**src/hw/rtl/kcl_pkg.sv**
```systemverilog
// ----------------------------------------------------------------------------
// kcl_pkg
// Shared types, constants and codes of the keypad code lock.
// ----------------------------------------------------------------------------
`default_nettype none

package kcl_pkg;

  // Number of keys in one code.
  localparam int unsigned CODE_LENGTH = 4;
  localparam int unsigned IDX_W       = (CODE_LENGTH > 1) ? $clog2(CODE_LENGTH) : 1;
  localparam int unsigned MATCH_W     = $clog2(CODE_LENGTH + 1);

  localparam int unsigned TICK_W      = 16;
  localparam int unsigned TRIES_W     = 3;
  localparam int unsigned KEY_W       = 8;
  localparam int unsigned ACTION_W    = 2;
  localparam int unsigned MSG_W       = 4;
  localparam int unsigned CFG_IDX_W   = 3;

  // Input request kinds.
  localparam logic [ACTION_W-1:0] ACT_KEY  = 2'd0;
  localparam logic [ACTION_W-1:0] ACT_TICK = 2'd1;
  localparam logic [ACTION_W-1:0] ACT_EXIT = 2'd2;

  // Configuration register indexes.
  localparam logic [CFG_IDX_W-1:0] REG_DOOR_TICKS    = 3'd0;
  localparam logic [CFG_IDX_W-1:0] REG_LOCKOUT_TICKS = 3'd1;
  localparam logic [CFG_IDX_W-1:0] REG_NOTICE_TICKS  = 3'd2;
  localparam logic [CFG_IDX_W-1:0] REG_CHOICE_TICKS  = 3'd3;
  localparam logic [CFG_IDX_W-1:0] REG_MAX_TRIES     = 3'd4;

  localparam logic [TICK_W-1:0]  DOOR_TICKS_RST    = 16'd3000;
  localparam logic [TICK_W-1:0]  LOCKOUT_TICKS_RST = 16'd5000;
  localparam logic [TICK_W-1:0]  NOTICE_TICKS_RST  = 16'd2000;
  localparam logic [TICK_W-1:0]  CHOICE_TICKS_RST  = 16'd100;
  localparam logic [TRIES_W-1:0] MAX_TRIES_RST     = 3'd3;

  // Menu keys and the first digit of the factory code.
  localparam logic [KEY_W-1:0] KEY_PLUS   = 8'h2B;
  localparam logic [KEY_W-1:0] KEY_MINUS  = 8'h2D;
  localparam logic [KEY_W-1:0] KEY_DIGIT1 = 8'h31;

  // Message codes shown on the display.
  localparam logic [MSG_W-1:0] MSG_PROMPT   = 4'd0;
  localparam logic [MSG_W-1:0] MSG_MENU     = 4'd1;
  localparam logic [MSG_W-1:0] MSG_NEW      = 4'd2;
  localparam logic [MSG_W-1:0] MSG_AGAIN    = 4'd3;
  localparam logic [MSG_W-1:0] MSG_WELCOME  = 4'd4;
  localparam logic [MSG_W-1:0] MSG_RETRY    = 4'd5;
  localparam logic [MSG_W-1:0] MSG_LOCKOUT  = 4'd6;
  localparam logic [MSG_W-1:0] MSG_SAVED    = 4'd7;
  localparam logic [MSG_W-1:0] MSG_MISMATCH = 4'd8;
  localparam logic [MSG_W-1:0] MSG_BAD      = 4'd9;

  typedef struct packed {
    logic [TICK_W-1:0]  door_ticks;
    logic [TICK_W-1:0]  lockout_ticks;
    logic [TICK_W-1:0]  notice_ticks;
    logic [TICK_W-1:0]  choice_ticks;
    logic [TRIES_W-1:0] max_tries;
  } cfg_t;

  typedef struct packed {
    logic             door_open;
    logic             alarm_on;
    logic [MSG_W-1:0] message;
    logic             echo_star;
  } res_t;

endpackage

`default_nettype wire

```
**src/hw/rtl/kcl_cfg.sv**
```systemverilog
// ----------------------------------------------------------------------------
// kcl_cfg
// Configuration register file: timer lengths and the attempt limit.
// ----------------------------------------------------------------------------
`default_nettype none

module kcl_cfg (
  input  wire logic                          clk_i,
  input  wire logic                          rst_ni,
  input  wire logic                          we_i,
  input  wire logic [kcl_pkg::CFG_IDX_W-1:0] index_i,
  input  wire logic [kcl_pkg::TICK_W-1:0]    data_i,
  output kcl_pkg::cfg_t                      cfg_o
);
  import kcl_pkg::*;

  cfg_t cfg_q, cfg_d;

  always_comb begin
    cfg_d = cfg_q;
    if (we_i) begin
      unique case (index_i)
        REG_DOOR_TICKS:    cfg_d.door_ticks    = data_i;
        REG_LOCKOUT_TICKS: cfg_d.lockout_ticks = data_i;
        REG_NOTICE_TICKS:  cfg_d.notice_ticks  = data_i;
        REG_CHOICE_TICKS:  cfg_d.choice_ticks  = data_i;
        REG_MAX_TRIES:     cfg_d.max_tries     = data_i[TRIES_W-1:0];
        default: ;
      endcase
    end
  end

  always_ff @(posedge clk_i or negedge rst_ni) begin
    if (!rst_ni) begin
      cfg_q.door_ticks    <= DOOR_TICKS_RST;
      cfg_q.lockout_ticks <= LOCKOUT_TICKS_RST;
      cfg_q.notice_ticks  <= NOTICE_TICKS_RST;
      cfg_q.choice_ticks  <= CHOICE_TICKS_RST;
      cfg_q.max_tries     <= MAX_TRIES_RST;
    end else begin
      cfg_q <= cfg_d;
    end
  end

  assign cfg_o = cfg_q;

endmodule

`default_nettype wire

```
**src/hw/rtl/kcl_core.sv**
```systemverilog
// ----------------------------------------------------------------------------
// kcl_core
// Lock state machine: code entry, menu, code change and timed phases.
// ----------------------------------------------------------------------------
`default_nettype none

module kcl_core (
  input  wire logic                         clk_i,
  input  wire logic                         rst_ni,
  input  wire logic                         step_i,
  input  wire logic [kcl_pkg::ACTION_W-1:0] action_i,
  input  wire logic [kcl_pkg::KEY_W-1:0]    key_i,
  input  wire kcl_pkg::cfg_t                cfg_i,
  output kcl_pkg::res_t                     res_o
);
  import kcl_pkg::*;

  typedef enum logic [3:0] {
    M_PROMPT, M_MENU, M_NEW, M_AGAIN, M_DOOR, M_DOOREXIT,
    M_RETRY, M_LOCKOUT, M_SAVED, M_MISMATCH, M_BAD
  } mode_e;

  mode_e              mode_q, mode_d;
  logic [IDX_W-1:0]   idx_q, idx_d;
  logic [MATCH_W-1:0] match_q, match_d;
  logic [TRIES_W-1:0] tries_q, tries_d;
  logic [TICK_W-1:0]  wait_q, wait_d;
  logic [KEY_W-1:0]   stored_q [CODE_LENGTH];
  logic [KEY_W-1:0]   new_q    [CODE_LENGTH];

  logic               new_we, save;
  logic               echo;
  logic               last_digit, hit, full;
  logic [MATCH_W-1:0] match_inc;
  logic [TRIES_W-1:0] tries_inc;
  logic [KEY_W-1:0]   ref_key;
  logic               timed;

  assign timed      = (mode_q >= M_DOOR);
  assign last_digit = (idx_q == IDX_W'(CODE_LENGTH - 1));
  assign ref_key    = (mode_q == M_AGAIN) ? new_q[idx_q] : stored_q[idx_q];
  assign hit        = (key_i == ref_key);
  assign match_inc  = match_q + MATCH_W'(hit);
  assign full       = (match_inc == MATCH_W'(CODE_LENGTH));
  assign tries_inc  = tries_q + TRIES_W'(1);

  always_comb begin
    mode_d  = mode_q;
    idx_d   = idx_q;
    match_d = match_q;
    tries_d = tries_q;
    wait_d  = wait_q;
    new_we  = 1'b0;
    save    = 1'b0;
    echo    = 1'b0;

    unique case (action_i)
      ACT_KEY: begin
        unique case (mode_q)
          M_PROMPT: begin
            echo    = 1'b1;
            idx_d   = idx_q + IDX_W'(1);
            match_d = match_inc;
            if (last_digit) begin
              idx_d   = '0;
              match_d = '0;
              if (full) begin
                tries_d = '0;
                mode_d  = M_MENU;
              end else if (tries_inc >= cfg_i.max_tries) begin
                tries_d = '0;
                mode_d  = M_LOCKOUT;
                wait_d  = cfg_i.lockout_ticks;
              end else begin
                tries_d = tries_inc;
                mode_d  = M_RETRY;
                wait_d  = cfg_i.notice_ticks;
              end
            end
          end
          M_MENU: begin
            if (key_i == KEY_PLUS) begin
              mode_d = M_DOOR;
              wait_d = cfg_i.door_ticks;
            end else if (key_i == KEY_MINUS) begin
              mode_d  = M_NEW;
              idx_d   = '0;
              match_d = '0;
            end else begin
              mode_d = M_BAD;
              wait_d = cfg_i.choice_ticks;
            end
          end
          M_NEW: begin
            echo   = 1'b1;
            new_we = 1'b1;
            idx_d  = idx_q + IDX_W'(1);
            if (last_digit) begin
              mode_d  = M_AGAIN;
              idx_d   = '0;
              match_d = '0;
            end
          end
          M_AGAIN: begin
            echo    = 1'b1;
            idx_d   = idx_q + IDX_W'(1);
            match_d = match_inc;
            if (last_digit) begin
              idx_d   = '0;
              match_d = '0;
              wait_d  = cfg_i.notice_ticks;
              if (full) begin
                save   = 1'b1;
                mode_d = M_SAVED;
              end else begin
                mode_d = M_MISMATCH;
              end
            end
          end
          default: ;
        endcase
      end
      ACT_TICK: begin
        if (timed) begin
          if (wait_q <= TICK_W'(1)) begin
            wait_d = '0;
            unique case (mode_q)
              M_DOOR, M_LOCKOUT, M_SAVED: begin
                tries_d = '0;
                mode_d  = M_PROMPT;
                idx_d   = '0;
                match_d = '0;
              end
              M_DOOREXIT, M_RETRY: begin
                mode_d  = M_PROMPT;
                idx_d   = '0;
                match_d = '0;
              end
              default: mode_d = M_MENU;
            endcase
          end else begin
            wait_d = wait_q - TICK_W'(1);
          end
        end
      end
      ACT_EXIT: begin
        // The exit button only works while no code entry has begun.
        if (mode_q == M_PROMPT && idx_q == '0) begin
          mode_d = M_DOOREXIT;
          wait_d = cfg_i.door_ticks;
        end
      end
      default: ;
    endcase
  end

  always_comb begin
    res_o.door_open = (mode_d == M_DOOR) || (mode_d == M_DOOREXIT);
    res_o.alarm_on  = (mode_d == M_LOCKOUT);
    res_o.echo_star = echo;
    unique case (mode_d)
      M_PROMPT:   res_o.message = MSG_PROMPT;
      M_MENU:     res_o.message = MSG_MENU;
      M_NEW:      res_o.message = MSG_NEW;
      M_AGAIN:    res_o.message = MSG_AGAIN;
      M_DOOR:     res_o.message = MSG_WELCOME;
      M_DOOREXIT: res_o.message = MSG_WELCOME;
      M_RETRY:    res_o.message = MSG_RETRY;
      M_LOCKOUT:  res_o.message = MSG_LOCKOUT;
      M_SAVED:    res_o.message = MSG_SAVED;
      M_MISMATCH: res_o.message = MSG_MISMATCH;
      M_BAD:      res_o.message = MSG_BAD;
      default:    res_o.message = MSG_PROMPT;
    endcase
  end

  always_ff @(posedge clk_i or negedge rst_ni) begin
    if (!rst_ni) begin
      mode_q  <= M_PROMPT;
      idx_q   <= '0;
      match_q <= '0;
      tries_q <= '0;
      wait_q  <= '0;
    end else if (step_i) begin
      mode_q  <= mode_d;
      idx_q   <= idx_d;
      match_q <= match_d;
      tries_q <= tries_d;
      wait_q  <= wait_d;
    end
  end

  // The stored code comes out of reset as the factory code, one digit up per place.
  always_ff @(posedge clk_i or negedge rst_ni) begin
    if (!rst_ni) begin
      for (int i = 0; i < CODE_LENGTH; i++) begin
        stored_q[i] <= KEY_DIGIT1 + KEY_W'(i % 4);
      end
    end else if (step_i && save) begin
      for (int i = 0; i < CODE_LENGTH; i++) begin
        stored_q[i] <= new_q[i];
      end
    end
  end

  always_ff @(posedge clk_i) begin
    if (step_i && new_we) begin
      new_q[idx_q] <= key_i;
    end
  end

`ifndef SYNTHESIS
  a_idx_idle : assert property (@(posedge clk_i) disable iff (!rst_ni)
    !(mode_q == M_PROMPT || mode_q == M_NEW || mode_q == M_AGAIN)
      |-> (idx_q == '0 && match_q == '0))
    else $error("digit position not cleared outside code entry");

  a_match_bound : assert property (@(posedge clk_i) disable iff (!rst_ni)
    MATCH_W'(idx_q) >= match_q)
    else $error("match count exceeds digits entered");

  a_menu_plus : assert property (@(posedge clk_i) disable iff (!rst_ni)
    (step_i && mode_q == M_MENU && action_i == ACT_KEY && key_i == KEY_PLUS)
      |=> (mode_q == M_DOOR))
    else $error("plus key in menu did not open the door");

  a_echo_entry : assert property (@(posedge clk_i) disable iff (!rst_ni)
    res_o.echo_star |-> (action_i == ACT_KEY &&
      (mode_q == M_PROMPT || mode_q == M_NEW || mode_q == M_AGAIN)))
    else $error("echo given outside code entry");
`endif

endmodule

`default_nettype wire

```
**src/hw/rtl/keypad_code_lock.sv**
```systemverilog
// ----------------------------------------------------------------------------
// keypad_code_lock
// Keypad code lock: code entry with attempt limit, menu, code change, door.
// ----------------------------------------------------------------------------
// Each request (a key press, a timer tick or an exit-button press) is taken
// while in_ready_o is high, and its status result appears in the output
// register on the next cycle; one request per clock is sustained unless
// out_ready_i stalls, as the output register lets the next request in while
// the last result is being taken. Timed phases count ticks, not clocks.
// Configuration writes are taken on every cycle and should be made while idle.
`default_nettype none

module keypad_code_lock (
  input  wire logic                          clk_i,
  input  wire logic                          rst_ni,
  input  wire logic                          in_valid_i,
  output logic                               in_ready_o,
  input  wire logic [kcl_pkg::ACTION_W-1:0]  action_i,
  input  wire logic [kcl_pkg::KEY_W-1:0]     key_i,
  output logic                               out_valid_o,
  input  wire logic                          out_ready_i,
  output logic                               door_open_o,
  output logic                               alarm_on_o,
  output logic [kcl_pkg::MSG_W-1:0]          message_o,
  output logic                               echo_star_o,
  input  wire logic                          cfg_valid_i,
  output logic                               cfg_ready_o,
  input  wire logic [kcl_pkg::CFG_IDX_W-1:0] cfg_index_i,
  input  wire logic [kcl_pkg::TICK_W-1:0]    cfg_data_i
);
  import kcl_pkg::*;

  cfg_t cfg;
  res_t res_next;
  res_t res_q;
  logic out_valid_q, out_valid_d;
  logic step;

  assign cfg_ready_o = 1'b1;
  assign in_ready_o  = !out_valid_q || out_ready_i;
  assign step        = in_valid_i && in_ready_o;

  kcl_cfg u_cfg (
    .clk_i   (clk_i),
    .rst_ni  (rst_ni),
    .we_i    (cfg_valid_i),
    .index_i (cfg_index_i),
    .data_i  (cfg_data_i),
    .cfg_o   (cfg)
  );

  kcl_core u_core (
    .clk_i    (clk_i),
    .rst_ni   (rst_ni),
    .step_i   (step),
    .action_i (action_i),
    .key_i    (key_i),
    .cfg_i    (cfg),
    .res_o    (res_next)
  );

  assign out_valid_d = step || (out_valid_q && !out_ready_i);

  always_ff @(posedge clk_i or negedge rst_ni) begin
    if (!rst_ni) begin
      out_valid_q <= 1'b0;
    end else begin
      out_valid_q <= out_valid_d;
    end
  end

  always_ff @(posedge clk_i) begin
    if (step) begin
      res_q <= res_next;
    end
  end

  assign out_valid_o = out_valid_q;
  assign door_open_o = res_q.door_open;
  assign alarm_on_o  = res_q.alarm_on;
  assign message_o   = res_q.message;
  assign echo_star_o = res_q.echo_star;

endmodule

`default_nettype wire
```
**config.mk**
```make
export PLATFORM = sky130hd
export DESIGN_NAME = keypad_code_lock
export DESIGN_NICKNAME = d
export VERILOG_FILES = /design/src/hw/rtl/kcl_pkg.sv /design/src/hw/rtl/kcl_cfg.sv /design/src/hw/rtl/kcl_core.sv /design/src/hw/rtl/keypad_code_lock.sv
export SDC_FILE = /design/constraint.sdc
export NUM_CORES = 1
export LEC_CHECK = 0
export BUFFER_PORTS_ARGS = -buffer_cell sky130_fd_sc_hd__buf_4
export CORE_MARGIN = 2
export CORE_UTILIZATION = 60
export DETAILED_ROUTE_END_ITERATION = 8
export PLACE_DENSITY = 0.89
export SETUP_SLACK_MARGIN = 0.02
export SYNTH_ARGS = -nofsm -noshare
export SYNTH_HDL_FRONTEND = slang
export SYNTH_HIERARCHICAL = 1
export SYNTH_SLANG_ARGS = --single-unit
```
**constraint.sdc**
```tcl
create_clock -name clk_i -period 4.55 [get_ports clk_i]
set_input_delay 0.2275 -clock clk_i [delete_from_list [all_inputs] [get_ports clk_i]]
set_output_delay 0.2275 -clock clk_i [all_outputs]
set_load 0.05 [all_outputs]
```
After elaboration in Yosys (flattened, before gate mapping)

Memories as Yosys holds them, arrays and structs flattened. A register that Yosys moved wholly into a read port is not among the register bits.
Index checks and enable logic that the tools add are counted.

Register bits: 99
RAM bits: 32
Memory bits (read-only): 64
Bits of input ports: 34
Output and inout bits: 10
Word-level logic and storage cells: 160
Memories: 2

Memory list:

| name             | depth | bits a word | rd ports | clocked after Yosys merged registers in | write ports | line            | source |
|---|---|---|---|---|---|---|---|
| (name not given) | 16    | 4           | 1        | 1                                       | 0           | kcl_core.sv:161 | `unique case (mode_d)` |
| u_core.new_q     | 4     | 8           | 5        | 4                                       | 1           | kcl_core.sv:29  | `logic [KEY_W-1:0] new_q [CODE_LENGTH];` |

Add/sub/neg operators: 4
Magnitude comparators: 4
Eq/ne operators: 39
Multiplexer cells: 63
Bitwise logic cells: 1
Reductions and logical operators: 33

Operators with widths:

| kind                    | number |
|---|---|
| $mux W16                | 9 |
| $pmux W16 S3            | 2 |
| $mux W3                 | 14 |
| $mux W4                 | 9 |
| $eq A4 B3 Y1 const B    | 7 |
| $mux W8                 | 3 |
| $reduce_and A9 Y1       | 2 |
| $bmux W8 S2             | 1 |
| $eq A8 B6 Y1 const B    | 2 |
| $le A16 B1 Y1 const B   | 1 |
| $pmux W4 S4             | 1 |
| $sub A16 B1 Y16 const B | 1 |
| $mux W1                 | 12 |
| $mux W2                 | 6 |
| $ne A3 B2 Y1 const B    | 4 |
| $pmux W3 S2             | 2 |
| $pmux W4 S3             | 1 |
| $ne A2 B1 Y1 const B    | 5 |
| $reduce_and A2 Y1       | 5 |
| $ne A3 B3 Y1 const B    | 3 |
| $pmux W3 S3             | 1 |
| $eq A4 B2 Y1 const B    | 2 |
| $eq A8 B8 Y1            | 1 |
| $pmux W2 S2             | 2 |
| other kinds (31)        | 48 |

Depth between registers and ports, before layout

Depth in word-level cells: 14
Mapped depth: 18
Gate-level depth less buffers: 15

By module

Netlist, hierarchy kept.

By module, submodules not included:

| module           | instances | cells each | area each (µm²) | seq. area each (µm²) |
|---|---|---|---|---|
| kcl_core         | 1         | 572        | 5913.2          | 2478.6 |
| kcl_cfg          | 1         | 145        | 2605.0          | 1705.4 |
| keypad_code_lock | 1         | 13         | 275.3           | 235.2 |

Worst setup path after synthesis

No wires, ideal clock.

Path kind: reg-to-reg
Start point: reg u_core.idx_q[0]
End point: reg message_o[3] (netlist name)
Library setup time: 0.255 ns
Arrival time: 3.789 ns
Required time: 4.295 ns
Slack: 0.506 ns
Stages on the path, launching flop included: 16
Buffers on the path: 2
Period minus slack after synthesis: 4.044 ns
Cells stage by stage: dfrtp_1 -> buf_2 -> buf_2 -> mux4_2 -> mux2i_1 -> xor2_1 -> nand4_1 -> nor2_1 -> ha_1 -> ha_1 -> or2_2 -> or2_2 -> o311ai_1 -> a31oi_4 -> xor2_1 -> and3_1

Word-level cells in the longest chain between the ends: 12
Elaborated cells on any way between the ends: 20
Classes of those cells: 1 x add/sub; 3 x eq/ne; 12 x mux; 1 x bitwise; 2 x reduce/logical; 1 x memory

RTL lines:

| what                                        | line                            | source |
|---|---|---|
| start: declaration                          | kcl_core.sv:24                  | `logic [IDX_W-1:0] idx_q, idx_d;` |
| start signal: assignment                    | kcl_core.sv:186                 | `idx_q <= idx_d;` |
| $not A2 Y3 (implied by the code)            | kcl_core.sv:41                  | `assign ref_key = (mode_q == M_AGAIN) ? new_q[idx_q] : stored_q[idx_q];` |
| $bmux W8 S2                                 | kcl_core.sv:41                  |  |
| $mux W8 (implied by the code) (2 in series) | kcl_core.sv:41                  |  |
| $mux W8                                     | kcl_core.sv:41                  |  |
| $eq A8 B8 Y1                                | kcl_core.sv:42                  | `assign hit = (key_i == ref_key);` |
| $add A3 B1 Y3                               | kcl_core.sv:43                  | `assign match_inc = match_q + MATCH_W'(hit);` |
| $eq A3 B3 Y1                                | kcl_core.sv:44                  | `assign full = (match_inc == MATCH_W'(CODE_LENGTH));` |
| $mux W1 / $mux W4 (equally long branches)   | kcl_core.sv:112, kcl_core.sv:67 |  |
| $mux W4 (on tied branches)                  | kcl_core.sv:108, kcl_core.sv:64 |  |
| $pmux W4 S4                                 | kcl_core.sv:59                  | `unique case (mode_q)` |
| $pmux W4 S3 *                               | kcl_core.sv:57                  | `unique case (action_i)` |

Every way passes the cells marked *; elsewhere a longest branch is shown, timed or not. The select of a mux whose other input is x is not followed.
A chain may end at the register's enable or synchronous reset.

Worst setup path after layout

Start point: reg u_core.idx_q[0]
End point: reg message_o[3] (netlist name)

Word-level cells in the longest chain between the ends: 12
Elaborated cells on any way between the ends: 20
Classes of those cells: 1 x add/sub; 3 x eq/ne; 12 x mux; 1 x bitwise; 2 x reduce/logical; 1 x memory

RTL lines:

| what                                        | line |
|---|---|
| $not A2 Y3 (implied by the code)            | kcl_core.sv:41 |
| $bmux W8 S2                                 | kcl_core.sv:41 |
| $mux W8 (implied by the code) (2 in series) | kcl_core.sv:41 |
| $mux W8                                     | kcl_core.sv:41 |
| $eq A8 B8 Y1                                | kcl_core.sv:42 |
| $add A3 B1 Y3                               | kcl_core.sv:43 |
| $eq A3 B3 Y1                                | kcl_core.sv:44 |
| $mux W1 / $mux W4 (equally long branches)   | kcl_core.sv:112, kcl_core.sv:67 |
| $mux W4 (on tied branches)                  | kcl_core.sv:108, kcl_core.sv:64 |
| $pmux W4 S4                                 | kcl_core.sv:59 |
| $pmux W4 S3 *                               | kcl_core.sv:57 |

Marked as above.

==> results.md <==
| Stage | Parameter | Reported |
|---|---|---|
| clock network | TritonCTS buffer count | 17 |
| finish | Synth-to-Final Area Change | 12.2% |
| timing | Fin worst setup slack | 0.402 ns |
| clock network | Post-CTS Setup Inserts | 0 |
| timing | Final-report max-slew violation count | 0 |
| routing | Routed vias | 6281 |
| critical path | Master of the slowest instance on the critical path | mux4_2 |
| synth | Synth Area in Compound Gates | 0.121 |
| grt | Maximum number of pins on one net before global-route repair | 65 |
| floorplan | Effective utilization at floorplan | 0.610 |
| finish | Final Cell Area | 0.00987 mm² |
| critical path | WS Path Type | reg -> reg |
| timing | Highest clock frequency the design can meet | 241 MHz |
| run | Max_cap viols | 0 |
| power and ir drop | Final Total Pwr | 4.80 mW |
| grt | Global-route wire length before repair | 33000 µm |
| power and ir drop | Worst vdd rail ir drop | 0.000286 V |
| grt | Grt total ovfl | 0 |
| synth | Xor/xnor cell area share of the yosys netlist | 0.0110 |
| status | Status | complete, no violations |
| synth | Predominant post-synthesis flop cell | dfrtp_1 |
| synth | Synth area leaders | dfrtp_1, edfxtp_1, mux2_2 |
| clock network | Clock transition at path regs | 0.07 ns |
| clock network | Sink Count | 167 |
| timing | Headroom to the max-slew limit | 0.205 |
| synth | Post-synth design cell area | 0.00879 mm² |
| timing | Transition time at the pin with the least slew margin | 1.19 ns |
| timing | Worst-case hold slack | 0.0258 ns |
| clock network | Maximum level of the CTS H-tree | 4 |
| synth | Post-synthesis cell count | 730 |
| synth | Cell type contributing the most total cell area after synthesis | dfrtp_1 |
| min path | Class of the most critical hold timing path | in -> reg |
| grt | Antenna violations before repair | 0 |
| synth | Ys Warns | 6 |
| power and ir drop | Power density of the placed cells | 487 mW/mm² |
| power and ir drop | Clock Power Share | 0.321 |
| finish | Fillers | 988 |
| floorplan | Std-Cell Core Area | 0.0144 mm² |
| min path | Worst Hold Endpoint | u_core/new_q[0][7] |
| finish | Fraction of layout cells with a size suffix above 1 | 0.344 |
| power and ir drop | Leakage power | 3.93 nW |
| finish | Total area of multi-input combinational cells | 0.00405 mm² |
| floorplan | Vertical die dimension | 125 µm |
| timing | Final clock period utilization by the worst path | 0.912 |
| routing | Wire length per cell | 20.9 µm |
| critical path | Beginning of the worst register-to-register path | u_core/idx_q[0] |
| critical path | Endpoint of the worst register-to-register path | message_o[3] |
| floorplan | X dimension of the die | 125 µm |
| routing | Detailed-route DRC error count | 0 |
| placed design | Worst setup slack before clock tree synthesis | 0.386 ns |
| synth | Mux cell area share after synthesis | 0.189 |
| placed design | Dpl cell area | 0.00921 mm² |
| clock network | TritonCTS clock tree | done |
| power and ir drop | Sequential share of power | 0.413 |
| synth | Post-Synthesis Net Count | 780 |
| grt | Total routing resource utilization after global routing | 0.266 |
| routing | Number of iterations in the first detailed-routing pass | 9 |
| critical path | Critical Path, Cell by Cell | buf_4 -> mux4_2 -> mux2i_1 -> xor2_1 -> nand4_1 -> nor2_1 -> ha_1 -> ha_1 -> or2_2 -> nor2_1 -> o311ai_0 -> a211oi_1 -> a2bb2oi_2 -> xor2_1 -> and3_1 |
| critical path | Critical Path Sink Type | flop |
| routing | DRT iter0 DRCs | 550 |
| min path | Worst Hold Launch | key_i[7] |
| critical path | Setup slack of the most critical reg-to-reg path | 0.40 ns |
| finish | Sequential cell area | 0.00442 mm² |
| routing | Wirelength, routed | 20200 µm |
| timing | Count of endpoints failing setup in the final report | 0 |
| synth | Synth top area share | 0.262 |
| critical path | Maximum single-stage delay on the critical path | 0.52 ns |
| critical path | Endpoint arrival time on the critical path | 4.33 ns |
| finish | Number of cells in the finished layout apart from fillers | 963 |
| synth | Count of different cell masters after synthesis | 73 |
| synth | Most frequently used cell type in the post-synthesis netlist | mux2_2 |
| critical path | Maximum net fanout on the critical path | 13 |
| power and ir drop | Total internal power | 3.21 mW |
| floorplan | Die Outline Area | 0.0156 mm² |
| clock network | Insertion delay of the later-clocked pin in the worst-skew pair | 0.43 ns |
| power and ir drop | Switching Fraction | 0.332 |
| power and ir drop | Part of the total power dissipated in combinational logic | 0.267 |
| synth | Number of flops mapped to enable cells by yosys | 39 |
| placed design | Number of port buffers | 42 |
| critical path | Number of cells on the worst reg-to-reg path | 15 |
| power and ir drop | Switching Power | 1.59 mW |
| synth | Sequential cell area fraction in the yosys report | 0.503 |
| synth | Synth async-reset ratio | 0.766 |
| routing | Remaining number of nets flagged by the antenna check after routing | 0 |
| finish | Final core utilization | 0.684 |
| placed design | Number of placed instances with taps included | 929 |
| clock network | Max Root-Sink Buffers | 2 |
| finish | Diode insertion count for antenna repair | 0 |
| synth | Share of synthesized cell area in and, or, nand and nor gates | 0.115 |
| synth | Per-instance average area after synthesis | 12.0 µm² |
| timing | Crit path time final | 4.15 ns |
| synth | Yosys reg bits | 167 |
| critical path | Req. time, crit path | 4.73 ns |
| floorplan | I/O Pins | 44 |
| timing | Final Hold Vio Count | 0 |
| timing | Setup_tns | 0 ns |
| floorplan | Number of rows created at floorplan | 44 |
| timing | Setup repair after global routing missed its margin | no |
| timing | Clock Skews | 0.00810 ns |
| placed design | HPWL reported at the end of detailed placement | 13500 µm |
| finish | Nets | 816 |
| routing | Routed vias/inst | 6.52 |
| placed design | Gpl congestion | 0.899 |
| synth | Post-synthesis share of cell area spent on full adders, half adders and majority gates | 0.0228 |
| critical path | Startpoint Class | flop |
| synth | Most numerous cell types in the synthesized netlist | mux2_2, dfrtp_1, nand2_1 |
| clock network | Clock tree root driver cell | clkbuf_16 |
| min path | Depth of the worst hold-timing path | 1 |
| synth | Combinational family with the most area after synthesis | multiplexers |
| grt | Via count of the first global-routing pass | 6368 |
## registers in the layout, summed over array words and instances (netlist names)
signal,count
u_cfg/cfg_o,67
u_core/new_q,32
u_core/stored_q,32
u_core/wait_q,16
message_o,4
u_core/mode_q,4
u_core/match_q,3
u_core/tries_q,3
u_core/idx_q,2
alarm_on_o,1
door_open_o,1
echo_star_o,1
out_valid_o,1
## repair_timing
action,CTS,global route
hold endpoints to repair,26,0
endpoints found under the setup margin,0,4
gates resized for setup,0,1
hold buffers,2,0
## worst max-delay path, delay by kind of cell (launching register included)
kind / cells / cell delay, ns
mux: 2 / 0.72
fa+ha+maj: 2 / 0.39
buf+inv: 1 / 0.24
flops: 1 / 0.34
compound gates: 3 / 0.76
xor+xnor: 2 / 0.37
simple gates: 5 / 1.08
## worst max-delay path by stage
stage                     start           end  depth (start not counted)
6_report        u_core/idx_q[0]  message_o[3]                         15
5_1_grt         u_core/idx_q[0]  message_o[3]                         15
4_1_cts        u_core/mode_q[2]  message_o[3]                         15
3_5_place_dp   u_core/mode_q[2]  message_o[3]                         15
3_3_place_gp   u_core/mode_q[3]  message_o[3]                         15
2_1_floorplan   u_core/idx_q[0]  message_o[3]                         15
## cell usage in the layout (no fill, tap or decap), drive strengths merged, types with 7 or more instances in the layout
cell type | netlist | final
nand4 | 9 | 9
nor2 | 21 | 21
o22ai | 7 | 7
o21bai | 9 | 9
o211ai | 12 | 12
a221oi | 10 | 10
dfrtp | 92 | 92
nand2b | 11 | 11
inv | 20 | 28
nand2 | 81 | 81
o2bb2ai | 15 | 15
buf | 28 | 59
mux4 | 16 | 16
a31oi | 7 | 7
clkbuf | 16 | 17
dfstp | 36 | 36
o21ai | 35 | 35
xor2 | 10 | 10
mux2i | 19 | 19
nand3 | 11 | 11
ha | 16 | 16
mux2 | 99 | 99
a21oi | 17 | 17
nor3 | 16 | 16
edfxtp | 39 | 39
## cell type report
type | instances | share of cell area
sequential | 167 | 0.448
tap | 184 | 0.0233
multi-input combinational | 499 | 0.410
clock inverter | 15 | 0.0212
timing repair buffer | 61 | 0.0469
clock buffer | 17 | 0.0431
inverter | 20 | 0.00761
## per-layer routing
| layer | share of wire | GRT usage |
|---|---|---|
| met2 | 0.51 | 0.446 |
| met3 | 0.068 | 0.0548 |
| met5 | 0 | 0 |
| met4 | 0.017 | 0.0850 |
| met1 | 0.41 | 0.351 |
## power groups by stage
stage	Combinational, mW	Sequential, mW	Clock (mW)
3_3_place_gp	1.19	1.98	0
5_1_grt	1.38	2.01	1.64
3_5_place_dp	1.24	2.00	0
2_1_floorplan	0.875	1.96	0
4_1_cts	1.26	1.97	1.56
6_report	1.28	1.98	1.54
## cell families (layout without fill, tap and decap cells)
group                      after synthesis  after routing
adders and majority gates               16             16
AOI/OAI and AO/OA                      148            148
and+or+nand+nor                        189            189
xor gates and xnor gates                11             11
muxes                                  134            134
other                                    1              1
DFF                                    167            167
buffers and inverters                   64            113
Note: power is estimated with default switching activity, not from simulation.
